## src/design/matrix_keypad_debounce_scanner_unit_macros.svh

```systemverilog
// ----------------------------------------------------------------------------
// Keypad scanner assertion macros
// Shared concurrent assertion forms, clocked on i_clk and held off in reset.
// ----------------------------------------------------------------------------
`ifndef MATRIX_KEYPAD_DEBOUNCE_SCANNER_UNIT_MACROS_SVH
`define MATRIX_KEYPAD_DEBOUNCE_SCANNER_UNIT_MACROS_SVH

// same-cycle implication
`define KPD_ASSERT_SAME(label, ante, cons, msg) \
    label: assert property (@(posedge i_clk) disable iff (!i_rst_n) (ante) |-> (cons)) \
        else $error(msg);

// next-cycle implication
`define KPD_ASSERT_NEXT(label, ante, cons, msg) \
    label: assert property (@(posedge i_clk) disable iff (!i_rst_n) (ante) |=> (cons)) \
        else $error(msg);

`endif

```

## src/design/kpd_pkg.sv

```systemverilog
// ----------------------------------------------------------------------------
// Keypad scanner package
// Shared types, register codes, reset values and the key character table.
// ----------------------------------------------------------------------------
package kpd_pkg;

    localparam int COL_W    = 4;
    localparam int ROW_W    = 4;
    localparam int CHAR_W   = 8;
    localparam int DEB_W    = 24;
    localparam int SETTLE_W = 16;
    localparam int ROWIDX_W = 3;
    localparam int COLIDX_W = 2;
    localparam int CFG_IDX_W = 2;

    localparam logic [CFG_IDX_W-1:0] REG_DEBOUNCE = 2'd0;
    localparam logic [CFG_IDX_W-1:0] REG_SETTLE   = 2'd1;

    localparam logic [DEB_W-1:0]    DEBOUNCE_RESET = 24'd79999;
    localparam logic [SETTLE_W-1:0] SETTLE_RESET   = 16'd160;

    localparam logic [CHAR_W-1:0] KEY_LUT [4][4] = '{
        '{"1", "2", "3", "A"},
        '{"4", "5", "6", "B"},
        '{"7", "8", "9", "C"},
        '{"E", "0", "F", "D"}
    };

    typedef enum logic [2:0] {
        PH_IDLE     = 3'b001,
        PH_DEBOUNCE = 3'b010,
        PH_SCAN     = 3'b100
    } t_kpd_phase;

    typedef struct packed {
        logic [ROW_W-1:0]  row_drive;
        logic [CHAR_W-1:0] key_char;
        logic              key_ready;
        logic              busy_res;
    } t_kpd_result;

endpackage

```

## src/design/kpd_if.sv

```systemverilog
// ----------------------------------------------------------------------------
// Keypad scanner channel interfaces
// Pin sample input, per-tick result output and register write channel.
// ----------------------------------------------------------------------------
interface kpd_in_if;
    logic       valid;
    logic       ready;
    logic [3:0] col_levels;
    logic       read_key;

    modport source (output valid, output col_levels, output read_key, input ready);
    modport sink   (input valid, input col_levels, input read_key, output ready);
endinterface

interface kpd_out_if;
    logic       valid;
    logic       ready;
    logic [3:0] row_drive;
    logic [7:0] key_char;
    logic       key_ready;
    logic       busy_res;

    modport source (output valid, output row_drive, output key_char, output key_ready,
                    output busy_res, input ready);
    modport sink   (input valid, input row_drive, input key_char, input key_ready,
                    input busy_res, output ready);
endinterface

interface kpd_cfg_if;
    logic        valid;
    logic        ready;
    logic [1:0]  index;
    logic [23:0] data;

    modport source (output valid, output index, output data, input ready);
    modport sink   (input valid, input index, input data, output ready);
endinterface

```

## src/design/kpd_scan_core.sv

```systemverilog
// ----------------------------------------------------------------------------
// Keypad scan core
// Edge detect, debounce wait, row-by-row scan and key store; one tick per
// accepted sample.
// ----------------------------------------------------------------------------
`include "matrix_keypad_debounce_scanner_unit_macros.svh"

module kpd_scan_core #(
    parameter int ROW_COUNT    = 4,
    parameter int COLUMN_COUNT = 4
) (
    input  logic                          i_clk,
    input  logic                          i_rst_n,
    input  logic                          i_accept,
    input  logic [kpd_pkg::COL_W-1:0]     i_col_levels,
    input  logic                          i_read_key,
    input  logic [kpd_pkg::DEB_W-1:0]     i_debounce_ticks,
    input  logic [kpd_pkg::SETTLE_W-1:0]  i_settle_ticks,
    output kpd_pkg::t_kpd_result          o_result
);
    import kpd_pkg::*;

    localparam logic [COL_W-1:0] COL_MASK =
        (COLUMN_COUNT >= COL_W) ? {COL_W{1'b1}} : COL_W'((1 << COLUMN_COUNT) - 1);
    localparam logic [ROWIDX_W:0] ROW_LIMIT = (ROWIDX_W + 1)'(ROW_COUNT);

    logic [COL_W-1:0]    r_prev_cols,   n_prev_cols;
    t_kpd_phase          r_phase,       n_phase;
    logic [COLIDX_W-1:0] r_latched_col, n_latched_col;
    logic [DEB_W-1:0]    r_wait,        n_wait;
    logic [ROWIDX_W-1:0] r_scan_row,    n_scan_row;
    logic [CHAR_W-1:0]   r_stored_key,  n_stored_key;
    logic                r_ready_flag,  n_ready_flag;

    logic [COL_W-1:0]    edges;
    logic [ROWIDX_W:0]   row_inc;
    logic [7:0]          row_onehot;
    logic [CHAR_W-1:0]   key_char;
    logic                busy;
    logic [ROW_W-1:0]    drive;

    always_comb begin
        n_prev_cols   = i_col_levels;
        n_phase       = r_phase;
        n_latched_col = r_latched_col;
        n_wait        = r_wait;
        n_scan_row    = r_scan_row;
        n_stored_key  = r_stored_key;
        n_ready_flag  = r_ready_flag;
        key_char      = '0;
        busy          = 1'b0;
        drive         = '0;
        edges         = (i_col_levels ^ r_prev_cols) & COL_MASK;
        row_inc       = {1'b0, r_scan_row} + 1'b1;
        row_onehot    = 8'd1 << r_scan_row;

        // read is served from the state at the start of the tick
        if (i_read_key) begin
            key_char     = r_ready_flag ? r_stored_key : '0;
            n_ready_flag = 1'b0;
            n_stored_key = '0;
        end

        case (r_phase)
            PH_DEBOUNCE: begin
                busy = 1'b1;
                if (r_wait >= i_debounce_ticks) begin
                    n_phase    = PH_SCAN;
                    n_scan_row = '0;
                    n_wait     = '0;
                end else begin
                    n_wait = r_wait + 1'b1;
                end
            end
            PH_SCAN: begin
                busy  = 1'b1;
                drive = ~row_onehot[ROW_W-1:0];
                if (r_wait >= {{(DEB_W-SETTLE_W){1'b0}}, i_settle_ticks}) begin
                    n_wait = '0;
                    if (!i_col_levels[r_latched_col]) begin
                        if (!r_scan_row[ROWIDX_W-1]) begin
                            n_stored_key = KEY_LUT[r_scan_row[1:0]][r_latched_col];
                            n_ready_flag = 1'b1;
                        end
                        n_phase    = PH_IDLE;
                        n_scan_row = '0;
                    end else if (row_inc >= ROW_LIMIT) begin
                        n_phase    = PH_IDLE;
                        n_scan_row = '0;
                    end else begin
                        n_scan_row = row_inc[ROWIDX_W-1:0];
                    end
                end else begin
                    n_wait = r_wait + 1'b1;
                end
            end
            default: begin
                // idle; lowest changed column wins
                n_phase = PH_IDLE;
                if (edges != '0) begin
                    if (edges[0])      n_latched_col = 2'd0;
                    else if (edges[1]) n_latched_col = 2'd1;
                    else if (edges[2]) n_latched_col = 2'd2;
                    else               n_latched_col = 2'd3;
                    n_phase = PH_DEBOUNCE;
                    n_wait  = '0;
                end
            end
        endcase
    end

    always_comb begin
        o_result.row_drive = drive;
        o_result.key_char  = key_char;
        o_result.key_ready = n_ready_flag;
        o_result.busy_res  = busy;
    end

    always_ff @(posedge i_clk) begin
        if (!i_rst_n) begin
            r_prev_cols   <= '1;
            r_phase       <= PH_IDLE;
            r_latched_col <= '0;
            r_wait        <= '0;
            r_scan_row    <= '0;
            r_stored_key  <= '0;
            r_ready_flag  <= 1'b0;
        end else if (i_accept) begin
            r_prev_cols   <= n_prev_cols;
            r_phase       <= n_phase;
            r_latched_col <= n_latched_col;
            r_wait        <= n_wait;
            r_scan_row    <= n_scan_row;
            r_stored_key  <= n_stored_key;
            r_ready_flag  <= n_ready_flag;
        end
    end

    `KPD_ASSERT_SAME(a_scan_row_in_range, r_phase == PH_SCAN,
        {1'b0, r_scan_row} < ROW_LIMIT, "scan row beyond row count")
    `KPD_ASSERT_SAME(a_busy_when_active, i_accept && r_phase != PH_IDLE,
        o_result.busy_res, "busy low while debouncing or scanning")
    `KPD_ASSERT_NEXT(a_read_clears_idle, i_accept && i_read_key && r_phase == PH_IDLE,
        !r_ready_flag, "ready flag survived a read while idle")
    `KPD_ASSERT_SAME(a_ready_has_key, r_ready_flag,
        r_stored_key != '0, "ready flag set with empty key")

endmodule

```

## src/design/matrix_keypad_debounce_scanner_unit.sv

```systemverilog
// Results are registered: each is presented in the cycle after its sample is accepted.
// Throughput: one sample per cycle while o_out.ready is high; the result register frees each cycle it is taken.
// Debounce and scan progress count accepted samples, not raw clocks.
// Reset (synchronous, active low): idle, columns seen as all high, no key stored,
// registers back to 79999 debounce and 160 settle ticks.
// ----------------------------------------------------------------------------
// Matrix keypad debounce scanner
// Top level: register file, scan core and the output result register.
// ----------------------------------------------------------------------------
module matrix_keypad_debounce_scanner_unit #(
    parameter int ROW_COUNT    = 4,
    parameter int COLUMN_COUNT = 4
) (
    input  logic        i_clk,
    input  logic        i_rst_n,
    kpd_in_if.sink      i_in,
    kpd_out_if.source   o_out,
    kpd_cfg_if.sink     i_cfg
);
    import kpd_pkg::*;

    logic [DEB_W-1:0]    r_debounce_ticks;
    logic [SETTLE_W-1:0] r_settle_ticks;
    logic                r_out_valid;
    t_kpd_result         r_out;
    t_kpd_result         core_result;
    logic                in_accept;

    assign i_cfg.ready = 1'b1;
    assign i_in.ready  = !r_out_valid || o_out.ready;
    assign in_accept   = i_in.valid && i_in.ready;

    always_ff @(posedge i_clk) begin
        if (!i_rst_n) begin
            r_debounce_ticks <= DEBOUNCE_RESET;
            r_settle_ticks   <= SETTLE_RESET;
        end else if (i_cfg.valid) begin
            case (i_cfg.index)
                REG_DEBOUNCE: r_debounce_ticks <= i_cfg.data;
                REG_SETTLE:   r_settle_ticks   <= i_cfg.data[SETTLE_W-1:0];
                default: begin
                end
            endcase
        end
    end

    kpd_scan_core #(
        .ROW_COUNT    (ROW_COUNT),
        .COLUMN_COUNT (COLUMN_COUNT)
    ) u_core (
        .i_clk            (i_clk),
        .i_rst_n          (i_rst_n),
        .i_accept         (in_accept),
        .i_col_levels     (i_in.col_levels),
        .i_read_key       (i_in.read_key),
        .i_debounce_ticks (r_debounce_ticks),
        .i_settle_ticks   (r_settle_ticks),
        .o_result         (core_result)
    );

    // result register: refills in the same cycle its transaction completes
    always_ff @(posedge i_clk) begin
        if (!i_rst_n) begin
            r_out_valid <= 1'b0;
        end else if (in_accept) begin
            r_out_valid <= 1'b1;
        end else if (o_out.ready) begin
            r_out_valid <= 1'b0;
        end
    end

    always_ff @(posedge i_clk) begin
        if (in_accept) begin
            r_out <= core_result;
        end
    end

    assign o_out.valid     = r_out_valid;
    assign o_out.row_drive = r_out.row_drive;
    assign o_out.key_char  = r_out.key_char;
    assign o_out.key_ready = r_out.key_ready;
    assign o_out.busy_res  = r_out.busy_res;

endmodule
```

## src/flat_wrapper.sv

```systemverilog
// flat-port wrapper written by rule: the top's interface ports become plain ports
module matrix_keypad_debounce_scanner_unit_flat import kpd_pkg::*;
#(
    parameter int ROW_COUNT    = 4,
    parameter int COLUMN_COUNT = 4
)
  (i_clk, i_rst_n, i_in_valid, i_in_col_levels, i_in_read_key, i_in_ready, o_out_valid, o_out_row_drive, o_out_key_char, o_out_key_ready, o_out_busy_res, o_out_ready, i_cfg_valid, i_cfg_index, i_cfg_data, i_cfg_ready);
  kpd_in_if i_in_i ();
  kpd_out_if o_out_i ();
  kpd_cfg_if i_cfg_i ();
  input  logic i_clk;
  input  logic i_rst_n;
  input wire logic [$bits(i_in_i.valid)-1:0] i_in_valid;
  input wire logic [$bits(i_in_i.col_levels)-1:0] i_in_col_levels;
  input wire logic [$bits(i_in_i.read_key)-1:0] i_in_read_key;
  output wire logic [$bits(i_in_i.ready)-1:0] i_in_ready;
  output wire logic [$bits(o_out_i.valid)-1:0] o_out_valid;
  output wire logic [$bits(o_out_i.row_drive)-1:0] o_out_row_drive;
  output wire logic [$bits(o_out_i.key_char)-1:0] o_out_key_char;
  output wire logic [$bits(o_out_i.key_ready)-1:0] o_out_key_ready;
  output wire logic [$bits(o_out_i.busy_res)-1:0] o_out_busy_res;
  input wire logic [$bits(o_out_i.ready)-1:0] o_out_ready;
  input wire logic [$bits(i_cfg_i.valid)-1:0] i_cfg_valid;
  input wire logic [$bits(i_cfg_i.index)-1:0] i_cfg_index;
  input wire logic [$bits(i_cfg_i.data)-1:0] i_cfg_data;
  output wire logic [$bits(i_cfg_i.ready)-1:0] i_cfg_ready;
  assign i_in_i.valid = i_in_valid;
  assign i_in_i.col_levels = i_in_col_levels;
  assign i_in_i.read_key = i_in_read_key;
  assign i_in_ready = i_in_i.ready;
  assign o_out_valid = o_out_i.valid;
  assign o_out_row_drive = o_out_i.row_drive;
  assign o_out_key_char = o_out_i.key_char;
  assign o_out_key_ready = o_out_i.key_ready;
  assign o_out_busy_res = o_out_i.busy_res;
  assign o_out_i.ready = o_out_ready;
  assign i_cfg_i.valid = i_cfg_valid;
  assign i_cfg_i.index = i_cfg_index;
  assign i_cfg_i.data = i_cfg_data;
  assign i_cfg_ready = i_cfg_i.ready;
  matrix_keypad_debounce_scanner_unit #(.ROW_COUNT(ROW_COUNT), .COLUMN_COUNT(COLUMN_COUNT)) u_core (.i_clk(i_clk), .i_rst_n(i_rst_n), .i_in(i_in_i), .o_out(o_out_i), .i_cfg(i_cfg_i));
endmodule
```

## config.mk

```make
export PLATFORM = sky130hd
export DESIGN_NAME = matrix_keypad_debounce_scanner_unit_flat
export DESIGN_NICKNAME = d
export VERILOG_FILES = /design/src/design/kpd_pkg.sv /design/src/design/kpd_if.sv /design/src/design/kpd_scan_core.sv /design/src/design/matrix_keypad_debounce_scanner_unit.sv /design/src/flat_wrapper.sv
export VERILOG_INCLUDE_DIRS = /design/src /design/src/design
export SDC_FILE = /design/constraint.sdc
export NUM_CORES = 1
export LEC_CHECK = 0
export BUFFER_PORTS_ARGS = -buffer_cell sky130_fd_sc_hd__clkbuf_2
export CAP_MARGIN = 20
export CORE_MARGIN = 3
export CORE_UTILIZATION = 45
export CTS_BUF_LIST = sky130_fd_sc_hd__clkbuf_16
export DETAILED_ROUTE_END_ITERATION = 12
export GPL_TIMING_DRIVEN = 1
export PLACE_DENSITY = 0.69
export SKIP_CTS_REPAIR_TIMING = 1
export SLEW_MARGIN = 20
export SYNTH_ARGS = -nofsm -noshare
export SYNTH_HDL_FRONTEND = slang
export SYNTH_SLANG_ARGS = --single-unit
export TNS_END_PERCENT = 20
```

## constraint.sdc

```tcl
create_clock -name i_clk -period 3.2 [get_ports i_clk]
set_clock_uncertainty 0.1 [all_clocks]
set_input_delay 0.32 -clock i_clk [delete_from_list [all_inputs] [get_ports i_clk]]
set_output_delay 0.32 -clock i_clk [all_outputs]
set_load 0.02 [all_outputs]
```

==> flow_metrics.env <==
export IMPL_maxSlewViolCount=0
export IMPL_syn_inst=593
export IMPL_fillers=1034
export IMPL_start_util_pct=47.1
export IMPL_power_density_nw_per_um2=460
export IMPL_outcome="finished, final reports clean"
export IMPL_setup_viol=0
export IMPL_synth_top_area_share_pct=32.9
export IMPL_core_um2=11100
export IMPL_pwr_share_clk_pct=42.2
export IMPL_h_tree_depth=3
export IMPL_cp_slowest_cell="dfxtp_1"
export IMPL_root_buffer="clkbuf_16"
export IMPL_cp_cell_sequence="ha_1, and3_2, a221o_1, a221o_1, a41oi_2, o2bb2ai_2, o21ai_2, buf_4, nor2_1"
export IMPL_numCtsBuffers=9
export IMPL_grt_pass1_vias=4181
export IMPL_area_growth_pct=12.6
export IMPL_slowest_delay_ps=440
export IMPL_netlist_area_um2=5240
export IMPL_cts_sinks=100
export IMPL_crit_path_end_kind="flip-flop"
export IMPL_fp_dieW_um=114
export IMPL_cts_reportedPaths_clkPinSlew_ps=70
export IMPL_seqPwrFrac_pct=49.3
export IMPL_ys_types=60
export IMPL_rsz0062_at_grt="false"
export IMPL_clock_latency_ps=350
export IMPL_critPathKind="flip-flop to flip-flop"
export IMPL_routed_wl_um=11300
export IMPL_ys_flop_type="dfxtp_1"
export IMPL_port_buffers=51
export IMPL_via_count=4116
export IMPL_cp_top_family="compound AO/OA/AOI/OAI gates"
export IMPL_min_period_over_period_pct=87.9
export IMPL_final_nets=720
export IMPL_fin_crit_ps=2810
export IMPL_peakVddDrop_v=0.000443
export IMPL_tritoncts="yes"
export IMPL_synth_warnings=0
export IMPL_synth_area_leaders="dfxtp_1 33%, ha_1 12%, edfxtp_1 8.0%"
export IMPL_p_int_mw=2.08
export IMPL_yosys_top_cells_count="108 x nand2_1, 86 x dfxtp_1, 50 x inv_1"
export IMPL_antenna_found_initial=0
export IMPL_wl_per_cell_um=14.4
export IMPL_worst_ep_required_time_ps=3380
export IMPL_synth_edf_count=14
export IMPL_grt_start_max_net_pins=50
export IMPL_ys_ff_latch=100
export IMPL_layout_cells_non_filler=780
export IMPL_p_sw_share_pct=23.2
export IMPL_met2_usage_pct=30.3
export IMPL_grt_total_usage_pct=18.4
export IMPL_postRouteAntennaNets=0
export IMPL_crit_buf_inv=1
export IMPL_maxCapViolCount=0
export IMPL_grt_overflow=0
export IMPL_ios=53
export IMPL_cp_common_cell="a221o_1"
export IMPL_synthesis_nets=678
export IMPL_rows=38
export IMPL_grt_pass1_wl_um=19400
export IMPL_hold_viol=0
export IMPL_tightest_slew_ps=920
export IMPL_tns_ps=0
export IMPL_hp_class="input port to flip-flop"
export IMPL_dp_cells=764
export IMPL_yosysSeqAreaShare_pct=40.9
export IMPL_power_leakage_nw=2.48
export IMPL_p_comb_share_pct=8.5
export IMPL_drc=0
export IMPL_p_sw_uw=630
export IMPL_dr_pass1_iters=4
export IMPL_worst_path_max_fanout=14
export IMPL_avgSynthCellArea_um2=8.83
export IMPL_die_h_um=114
export IMPL_dp_hpwl_um=8390
export IMPL_cp_start_kind="flip-flop"
export IMPL_layout_drive_gt1_share_pct=13.1
export IMPL_grt_use_met3_pct=5.36
export IMPL_grt_busiest_layer="met2"
export IMPL_slew_headroom_pct=38.7
export IMPL_die_area_um2=13000
export IMPL_synth_top_cell_by_area="dfxtp_1"
export IMPL_drt_initial_drc_count=330
export IMPL_worst_endpoint_arrival_ps=2990
export IMPL_place_gp_congestion=0.873
export IMPL_fin_util_pct=53.0
export IMPL_antenna_cells=0
export IMPL_fmax_mhz=355
export IMPL_drt_vias_per_instance=5.28
export IMPL_clk_path_buf_depth=2
export IMPL_r2r_setup_slack_ps=390
export IMPL_synth_async_reset_ratio_pct=0
export IMPL_gr_usage_met1_pct=23.8
export IMPL_synth_most_common_cell="nand2_1"
routing by layer:
metal	part of all wire, %	wire [um]
met2	46	5230
met1	47	5270
met3	5.6	625
met5	0	0
met4	1.1	123
flip-flops by register name, summed over array words and instances (netlist names), 4 cells and up:
name	count
u_core.o_out.key_char	8
u_core.o_out.row_drive	4
u_core.r_debounce_ticks	24
u_core.r_settle_ticks	16
u_core.u_core.r_prev_cols	4
u_core.u_core.r_stored_key	8
u_core.u_core.r_wait	24
kinds of logic (layout without fill, tap and decap cells):
kind of cell	Yosys count	count (layout)	share of synthesized area, %
AO/OA/AOI/OAI	107	107	15.1
XOR/XNOR	27	27	4.51
adder cells (fa/ha/maj)	49	49	11.7
buffers and inverters	75	122	6.04
flip-flops	100	100	40.9
multiplexers	5	5	1.46
other	1	1	0.0716
AND/OR/NAND/NOR	229	229	20.2
layout by cell type (no fill, tap or decap), types with 3 or more instances in the layout:
master,instances
nand2_1,108
dfxtp_1,86
inv_1,51
clkbuf_2,51
ha_1,49
nor2_1,42
a21boi_0,28
nand3_1,20
a21oi_1,18
xor2_1,16
o211ai_1,16
edfxtp_1,14
and3_1,13
xnor2_1,11
o21ai_0,9
clkbuf_16,9
nand4_1,8
nor2b_1,7
a32o_1,7
nor3_1,6
nand2b_1,5
buf_4,5
and2_1,4
and4_1,3
worst paths after layout:
check / startpoint / to / cells after the start
setup / recovery: u_core.u_core.r_wait[11] / u_core.u_core.r_wait[21] / 9
hold / removal: i_cfg_data[18] / u_core.r_debounce_ticks[18] / 3
setup reg to reg: u_core.u_core.r_wait[11] / u_core.u_core.r_wait[21] / 9
hold reg to reg: u_core.r_debounce_ticks[18] / u_core.r_debounce_ticks[18] / 2
through the flow:
stage | power [mW] | instance area (um^2) | setup slack, ps | hold WS [ps]
detailed placement | 1.60 | 5580 | 409 | 357
floorplan | 1.52 | 5240 | 743 | 343
global placement | 1.59 | 5580 | 473 | 353
global route | 2.83 | 5900 | 234 | 110
finish | 2.71 | 5900 | 387 | 105
CTS | 2.75 | 5900 | 383 | 94.5
tightest hold or removal path: stages:
cell	delay (ps)
clkbuf_2	80
nand2_1	40
a21boi_0	60
power by group through the flow:
| stage | sequential, mW | combinational [mW] | clock (mW) |
|---|---|---|---|
| after global placement | 1.36 | 0.227 | 0 |
| after global routing | 1.34 | 0.264 | 1.22 |
| after CTS | 1.34 | 0.234 | 1.18 |
| after floorplan | 1.37 | 0.152 | 0 |
| final | 1.34 | 0.231 | 1.15 |
| after detailed placement | 1.37 | 0.233 | 0 |
cell type report:
| cell class | instances | area [um^2] | area share, % |
|---|---|---|---|
| Clock buffer | 9 | 225 | 3.82 |
| Clock inverter | 7 | 92.6 | 1.57 |
| Inverter | 50 | 188 | 3.18 |
| Multi-Input combinational cell | 418 | 2780 | 47.2 |
| Sequential cell | 100 | 2140 | 36.3 |
| Tap cell | 140 | 175 | 2.97 |
| Timing Repair Buffer | 56 | 293 | 4.96 |
Power figures use the tool's default switching activity.
